$ cat src/hdl/fbt_pkg.sv
// Shared types, constants and the 6x8 font table for the page frame buffer text engine.
// Depends on nothing; fbt_front, fbt_back, the top level and the testbench import it.
`default_nettype none
package fbt_pkg;

    localparam int DEF_DISP_W = 100;
    localparam int DEF_DISP_H = 64;
    localparam int GLYPH_W    = 6;
    localparam int GLYPH_H    = 8;

    // Command codes on the input stream.
    localparam logic [3:0] FN_SET   = 4'd0;
    localparam logic [3:0] FN_CLR   = 4'd1;
    localparam logic [3:0] FN_HLINE = 4'd2;
    localparam logic [3:0] FN_VLINE = 4'd3;
    localparam logic [3:0] FN_GLYPH = 4'd4;
    localparam logic [3:0] FN_CURS  = 4'd5;
    localparam logic [3:0] FN_PUTC  = 4'd6;
    localparam logic [3:0] FN_ERASE = 4'd7;
    localparam logic [3:0] FN_READ  = 4'd8;

    // Work kinds handed from the front to the back.
    typedef enum logic [2:0] {
        K_NOP   = 3'd0,
        K_PIX   = 3'd1,
        K_HLINE = 3'd2,
        K_VLINE = 3'd3,
        K_GLYPH = 3'd4,
        K_ERASE = 3'd5,
        K_READ  = 3'd6
    } fbt_kind_t;

    typedef struct packed {
        fbt_kind_t   kind;
        logic [7:0]  col;
        logic [7:0]  row;
        logic [7:0]  lo;
        logic [7:0]  hi;
        logic [6:0]  code;
        logic        pix_on;
        logic        drawn;
    } fbt_cmd_t;

    // Column c of glyph code: byte c sits at bits [47-8c -: 8].
    function automatic logic [7:0] fbt_font_col(input logic [6:0] code, input logic [2:0] c);
        logic [47:0] g;
        case (code)
            7'd33:  g = 48'h00065F060000;
            7'd34:  g = 48'h070300070300;
            7'd35:  g = 48'h247E247E2400;
            7'd36:  g = 48'h242B6A120000;
            7'd37:  g = 48'h631308646300;
            7'd38:  g = 48'h304C52225000;
            7'd39:  g = 48'h000703000000;
            7'd40:  g = 48'h003E41000000;
            7'd41:  g = 48'h00413E000000;
            7'd42:  g = 48'h083E1C3E0800;
            7'd43:  g = 48'h08083E080800;
            7'd44:  g = 48'h806060000000;
            7'd45:  g = 48'h080808080800;
            7'd46:  g = 48'h006060000000;
            7'd47:  g = 48'h201008040200;
            7'd48:  g = 48'h3E5149453E00;
            7'd49:  g = 48'h00427F400000;
            7'd50:  g = 48'h625149494600;
            7'd51:  g = 48'h224949493600;
            7'd52:  g = 48'h1814127F1000;
            7'd53:  g = 48'h2F4949493100;
            7'd54:  g = 48'h3C4A49493000;
            7'd55:  g = 48'h017109050300;
            7'd56:  g = 48'h364949493600;
            7'd57:  g = 48'h064949291E00;
            7'd58:  g = 48'h006C6C000000;
            7'd59:  g = 48'h00EC6C000000;
            7'd60:  g = 48'h081422410000;
            7'd61:  g = 48'h242424242400;
            7'd62:  g = 48'h004122140800;
            7'd63:  g = 48'h020159090600;
            7'd64:  g = 48'h3E415D551E00;
            7'd65:  g = 48'h7E1111117E00;
            7'd66:  g = 48'h7F4949493600;
            7'd67:  g = 48'h3E4141412200;
            7'd68:  g = 48'h7F4141413E00;
            7'd69:  g = 48'h7F4949494100;
            7'd70:  g = 48'h7F0909090100;
            7'd71:  g = 48'h3E4149497A00;
            7'd72:  g = 48'h7F0808087F00;
            7'd73:  g = 48'h00417F410000;
            7'd74:  g = 48'h304040403F00;
            7'd75:  g = 48'h7F0814224100;
            7'd76:  g = 48'h7F4040404000;
            7'd77:  g = 48'h7F0204027F00;
            7'd78:  g = 48'h7F0204087F00;
            7'd79:  g = 48'h3E4141413E00;
            7'd80:  g = 48'h7F0909090600;
            7'd81:  g = 48'h3E4151215E00;
            7'd82:  g = 48'h7F0909196600;
            7'd83:  g = 48'h264949493200;
            7'd84:  g = 48'h01017F010100;
            7'd85:  g = 48'h3F4040403F00;
            7'd86:  g = 48'h1F2040201F00;
            7'd87:  g = 48'h3F403C403F00;
            7'd88:  g = 48'h631408146300;
            7'd89:  g = 48'h070870080700;
            7'd90:  g = 48'h714945430000;
            7'd91:  g = 48'h007F41410000;
            7'd92:  g = 48'h020408102000;
            7'd93:  g = 48'h0041417F0000;
            7'd94:  g = 48'h040201020400;
            7'd95:  g = 48'h808080808000;
            7'd96:  g = 48'h000205020000;
            7'd97:  g = 48'h205454547800;
            7'd98:  g = 48'h7F4444443800;
            7'd99:  g = 48'h384444442800;
            7'd100: g = 48'h384444447F00;
            7'd101: g = 48'h385454540800;
            7'd102: g = 48'h087E09090000;
            7'd103: g = 48'h1824A4A4FC00;
            7'd104: g = 48'h7F0404780000;
            7'd105: g = 48'h00007D400000;
            7'd106: g = 48'h4080847D0000;
            7'd107: g = 48'h7F1028440000;
            7'd108: g = 48'h00007F400000;
            7'd109: g = 48'h7C0418047800;
            7'd110: g = 48'h7C0404780000;
            7'd111: g = 48'h384444443800;
            7'd112: g = 48'hFC4444443800;
            7'd113: g = 48'h38444444FC00;
            7'd114: g = 48'h447844040800;
            7'd115: g = 48'h085454542000;
            7'd116: g = 48'h043E44240000;
            7'd117: g = 48'h3C40207C0000;
            7'd118: g = 48'h1C2040201C00;
            7'd119: g = 48'h3C6030603C00;
            7'd120: g = 48'h6C10106C0000;
            7'd121: g = 48'h9CA0603C0000;
            7'd122: g = 48'h6454544C0000;
            7'd123: g = 48'h083E41410000;
            7'd124: g = 48'h000077000000;
            7'd125: g = 48'h0041413E0800;
            7'd126: g = 48'h020102010000;
            7'd127: g = 48'h102040380700;
            default: g = 48'h0;
        endcase
        case (c)
            3'd0:    fbt_font_col = g[47:40];
            3'd1:    fbt_font_col = g[39:32];
            3'd2:    fbt_font_col = g[31:24];
            3'd3:    fbt_font_col = g[23:16];
            3'd4:    fbt_font_col = g[15:8];
            3'd5:    fbt_font_col = g[7:0];
            default: fbt_font_col = 8'h00;
        endcase
    endfunction

endpackage
`default_nettype wire

$ cat src/hdl/fbt_front.sv
// Front part: accepts input items, tracks the text cursor, classifies each item
// into a work command and queues it for the back part. Depends on fbt_pkg.
`default_nettype none
module fbt_front #(
    parameter int DISP_W = fbt_pkg::DEF_DISP_W,
    parameter int DISP_H = fbt_pkg::DEF_DISP_H
) (
    input  wire logic             clk,
    input  wire logic             rst_n,
    input  wire logic             s_tvalid,
    output logic                  s_tready,
    input  wire logic [47:0]      s_tdata,
    input  wire logic             hold,
    output logic                  q_valid,
    output fbt_pkg::fbt_cmd_t     q_cmd,
    input  wire logic             q_pop
);
    import fbt_pkg::*;

    logic [3:0] func;
    logic [7:0] in_x, in_y, in_xe, in_ye;
    logic [6:0] in_code;
    assign func    = s_tdata[3:0];
    assign in_x    = s_tdata[11:4];
    assign in_y    = s_tdata[19:12];
    assign in_xe   = s_tdata[27:20];
    assign in_ye   = s_tdata[35:28];
    assign in_code = s_tdata[42:36];

    fbt_cmd_t   q_reg [2];
    logic       wr_ptr_reg, rd_ptr_reg;
    logic [1:0] cnt_reg;
    logic [7:0] ccol_reg, crow_reg;
    logic [7:0] ccol_next, crow_next;
    fbt_cmd_t   cmd;
    logic       accept;

    // Put-char wrap and drop decision.
    logic       wrap, drawable;
    logic [8:0] nr;
    logic [7:0] pc_col, pc_row;

    assign s_tready = (cnt_reg != 2'd2) && !hold;
    assign accept   = s_tvalid && s_tready;
    assign q_valid  = (cnt_reg != 2'd0);
    assign q_cmd    = q_reg[rd_ptr_reg];

    always_comb
    begin
        wrap     = {1'b0, ccol_reg} > 9'(DISP_W - GLYPH_W);
        nr       = {1'b0, crow_reg} + 9'(GLYPH_H);
        pc_col   = wrap ? 8'd0 : ccol_reg;
        pc_row   = wrap ? ((nr > 9'(DISP_H - GLYPH_H)) ? 8'd0 : nr[7:0]) : crow_reg;
        drawable = {1'b0, pc_row} <= 9'(DISP_H - GLYPH_H);

        ccol_next = ccol_reg;
        crow_next = crow_reg;

        cmd        = '0;
        cmd.kind   = K_NOP;
        cmd.col    = in_x;
        cmd.row    = in_y;
        cmd.code   = in_code;
        cmd.lo     = 8'd0;
        cmd.hi     = 8'd0;
        case (func)
            FN_SET:
            begin
                cmd.kind   = K_PIX;
                cmd.pix_on = 1'b1;
            end
            FN_CLR:
            begin
                cmd.kind = K_PIX;
            end
            FN_HLINE:
            begin
                cmd.kind = K_HLINE;
                cmd.lo   = (in_x < in_xe) ? in_x : in_xe;
                cmd.hi   = (in_x < in_xe) ? in_xe : in_x;
            end
            FN_VLINE:
            begin
                cmd.kind = K_VLINE;
                cmd.lo   = (in_y < in_ye) ? in_y : in_ye;
                cmd.hi   = (in_y < in_ye) ? in_ye : in_y;
            end
            FN_GLYPH:
            begin
                cmd.kind = K_GLYPH;
            end
            FN_CURS:
            begin
                ccol_next = in_x;
                crow_next = in_y;
            end
            FN_PUTC:
            begin
                ccol_next = pc_col;
                crow_next = pc_row;
                if (drawable)
                begin
                    cmd.kind  = K_GLYPH;
                    cmd.col   = pc_col;
                    cmd.row   = pc_row;
                    cmd.drawn = 1'b1;
                    ccol_next = pc_col + 8'(GLYPH_W);
                end
            end
            FN_ERASE:
            begin
                cmd.kind = K_ERASE;
            end
            FN_READ:
            begin
                cmd.kind = K_READ;
            end
            default:
            begin
                cmd.kind = K_NOP;
            end
        endcase
    end

    always_ff @(posedge clk or negedge rst_n)
    begin
        if (!rst_n)
        begin
            wr_ptr_reg <= 1'b0;
            rd_ptr_reg <= 1'b0;
            cnt_reg    <= 2'd0;
            ccol_reg   <= 8'd0;
            crow_reg   <= 8'd0;
        end
        else
        begin
            if (accept)
            begin
                wr_ptr_reg <= !wr_ptr_reg;
                ccol_reg   <= ccol_next;
                crow_reg   <= crow_next;
            end
            if (q_pop && q_valid)
            begin
                rd_ptr_reg <= !rd_ptr_reg;
            end
            cnt_reg <= cnt_reg + 2'(accept) - 2'(q_pop && q_valid);
        end
    end

    always_ff @(posedge clk)
    begin
        if (accept)
        begin
            q_reg[wr_ptr_reg] <= cmd;
        end
    end
endmodule
`default_nettype wire

$ cat config.mk
export PLATFORM = sky130hd
export DESIGN_NAME = fbt_front
export DESIGN_NICKNAME = d
export VERILOG_FILES = /design/src/hdl/fbt_pkg.sv /design/src/hdl/fbt_front.sv
export SDC_FILE = /design/constraint.sdc
export NUM_CORES = 1
export LEC_CHECK = 0
export BUFFER_PORTS_ARGS = -buffer_cell sky130_fd_sc_hd__buf_2
export CAP_MARGIN = 10
export CORE_UTILIZATION = 45
export DETAILED_ROUTE_END_ITERATION = 8
export PLACE_DENSITY = 0.76
export SYNTH_ARGS = -nofsm -noshare
export SYNTH_HDL_FRONTEND = slang
export SYNTH_SLANG_ARGS = --single-unit
$ cat constraint.sdc
create_clock -name clk -period 7.7 [get_ports clk]
set_input_delay 1.155 -clock clk [delete_from_list [all_inputs] [get_ports clk]]
set_output_delay 1.155 -clock clk [all_outputs]
set_load 0.05 [all_outputs]
==> run summary <==
GLOBAL ROUTING
------------------------------------------------------------------------------------------
Total global-route track usage                                                       19.2%
First-pass GRT wire length                                                       18,500 um
Vias in the first global route                                                       3,762
Congestion Overflow GR                                                                   0
Largest net degree at the start of global routing                                       46
Initial antenna violation count                                                          1

FLOORPLAN
------------------------------------------------------------------------------------------
Height of the die                                                                   113 um
Count of standard-cell rows                                                             40
Width of the chip                                                                   113 um
Area of the core region                                                         12,000 um2
Count of boundary I/O pins                                                              99
Die area                                                                        12,800 um2
Starting utilization of the core area                                                46.3%

TIMING
------------------------------------------------------------------------------------------
Part of the cycle the worst path needs                                               43.6%
Slew of the pin with the lowest slew margin                                        1.07 ns
Worst setup margin                                                                 4.35 ns
Fmax                                                                               298 MHz
Hold WS                                                                           0.500 ns
Final Hold Vio Count                                                                     0
Largest clock skew in the final design                                          0.00485 ns
Final setup viols                                                                        0
Final-report max-slew violation count                                                    0
Setup TNS                                                                             0 ns
Max_slew headroom                                                                    29.0%
Final min period                                                                   3.35 ns
Unrepaired setup endpoints after global routing                                      false

SYNTH
------------------------------------------------------------------------------------------
Cell type with the largest total area after synthesis                             edfxtp_1
Synthesized netlist cell count                                                         434
Post-Syn Area per Cell                                                            12.8 um2
Number of storage elements in the synthesis netlist                                    108
Synth top cells by count                                                      edfxtp_1 (88), mux2_2 (44), mux2i_1 (34), nand2_1 (34), dfrtp_1 (20)
Mapped Area                                                                       5570 um2
Predominant post-synthesis flop cell                                              edfxtp_1
Most used standard cell by instance count after synthesis                         edfxtp_1
Synth area leaders                                                            edfxtp_1 (47%), dfrtp_1 (9.0%), mux2_2 (8.9%)
Number of synthesis warnings                                                             0
Number of flops mapped to enable cells by yosys                                         88
Proportion of netlist area held by the largest area contributor                      47.5%
Count of different cell masters after synthesis                                         56
Sequential-to-total area share from yosys stat                                       56.5%
Async S/R FF share, synth                                                            18.5%
Number of nets in the synthesized netlist                                              506

ROUTE
------------------------------------------------------------------------------------------
Remaining number of nets flagged by the antenna check after routing                      0
Detail-routed net length per standard cell                                         18.2 um
DRT Pass-1 Iters                                                                         5
Final wirelength                                                                 12,300 um
Via count                                                                            3,915
Starting DRC count in detailed routing                                                 279
Mean number of vias per cell                                                          5.81
DR DRC count                                                                             0

PLACEMENT
------------------------------------------------------------------------------------------
Weighted congestion at the end of routability-driven global placement                0.869
Number of buffers added on ports                                                        93
Post-place setup slack                                                             3.99 ns
Post-detail-place hpwl                                                             8610 um
Placement-stage cell area                                                         6130 um2

CLOCKING
------------------------------------------------------------------------------------------
# Post-CTS Setup Buffers                                                                 0
Number of H-tree branching levels                                                        3
CTS tree                                                                             built
CTS max path bufs                                                                        2
Clock edge transition at the registers on the reported setup and hold paths        0.07 ns
Clock latency on the worst-skew pair                                               0.35 ns
Cell at the root of the clock tree                                               clkbuf_16
Post-CTS Hold Fix Bufs                                                                   0
Number of clock sinks                                                                  108
Number of buffers created by CTS                                                         9
CTS-repair resized insts                                                                 0

WORST SETUP PATH
------------------------------------------------------------------------------------------
Kind of start point of the critical path                                         input pin
Endpoint type of the worst setup path                                                 flop
Crit-path max FO                                                                        16
Beginning of the critical path                                                  s_tdata[9]
Data arrival time of the worst path                                                3.40 ns
Start of the worst register-to-register path                                  crow_reg[3]$_DFFE_PN0P_
Worst Path Required                                                                7.75 ns
Start-to-end type of the worst setup path                                           in2reg

LAYOUT
------------------------------------------------------------------------------------------
Total number of nets in the final design                                               593
Share of layout cells above drive strength 1                                         32.1%
Share of the core filled with cells in the final layout                              53.3%
Max FFs per register                                                                    88
Post-synthesis to final-layout area growth                                           15.1%
Post-route cell area                                                              6410 um2

PWR
------------------------------------------------------------------------------------------
VDD IR max                                                                        0.150 mV
Leak                                                                               2.68 nW
Pwr per Cell Area                                                               344 nW/um2

MIN PATH
------------------------------------------------------------------------------------------
Class of the tightest hold or removal check                                        reg2reg
Hold path startpoint                                                          ccol_reg[7]$_DFFE_PN0P_

RUN STATUS
------------------------------------------------------------------------------------------
Run status                                                                       completed

JOB
------------------------------------------------------------------------------------------
Maxcap violations                                                                        0

[routing by layer]
layer / track usage, % / vias up / part of all wire, %
met5: 0 / - / 0
met4: 12.3 / 0 / 4.2
met3: 3.96 / 35 / 5.7
met2: 31.5 / 156 / 48
met1: 23.3 / 1889 / 42
li1: - / 1835 / -
[per-stage QoR]
stage | cells | total power, mW
finish | 674 | 2.20
global route | 674 | 2.30
CTS | 673 | 2.21
detailed placement | 657 | 1.78
global placement | 657 | 1.76
floorplan | 434 | 1.58
[worst paths after layout]
| path | end | slack, ns | depth (start not counted) |
|---|---|---|---|
| worst max-delay path | q_reg[0][24]$_DFFE_PP_ | 4.35 | 8 |
| worst min-delay path | ccol_reg[7]$_DFFE_PN0P_ | 0.50 | 2 |
| worst max register to register | q_reg[0][25]$_DFFE_PP_ | 4.62 | 7 |
| worst min register to register | ccol_reg[7]$_DFFE_PN0P_ | 0.50 | 2 |
| max in group asynchronous | rd_ptr_reg$_DFFE_PN0P_ | 6.58 | 1 |
| min in group asynchronous | cnt_reg[1]$_DFF_PN0_ | 0.76 | 1 |
[critical path: stages]
cell and delay (ns):
buf_2 0.15, ha_1 0.32, a2111oi_0 0.57, nor2b_1 0.22, o21ai_1 0.09, o211ai_2 0.40
mux2i_1 0.35, o22ai_1 0.15
[cell type report]
type	instances	area, um2
antenna	1	2.50
clock buffer	9	225
clock inverter	7	51.3
fill	994	5610
inverter	20	77.6
multi-input combinational	287	2240
sequential	108	3140
tap	147	184
timing repair buffer	95	480
[power breakdown]
part           switching [mW]  internal, mW  leakage, nW  total (mW)
Sequential              0.118         0.748         1.07       0.866
Combinational           0.600         0.304         1.48       0.903
Clock                   0.211         0.222        0.139       0.433
Total                   0.928          1.27         2.68        2.20
[kinds of logic after synthesis]
logic type      after synthesis  synth area share (%)
compound gates               80                  10.2
buf+inv                      39                  3.44
mux                          79                  15.3
simple gates                103                  9.44
flops                       108                  56.5
fa+ha+maj                    19                  4.27
xor+xnor                      6                 0.944
[layout by cell type (no fill, tap or decap), types with 4 or more instances in the layout]
cell,n
mux2_2,44
mux2i_1,34
nor2_1,18
clkbuf_16,9
nor3_1,10
edfxtp_1,88
inv_1,19
a22o_1,10
o21ai_0,13
a211oi_1,4
nand3_1,7
nor2b_1,7
dfrtp_1,19
o22ai_1,17
nand2_1,34
xnor2_1,4
ha_1,19
buf_2,93
a21oi_1,7
and2_1,5
No activity file was read; power rests on OpenSTA's default activity.
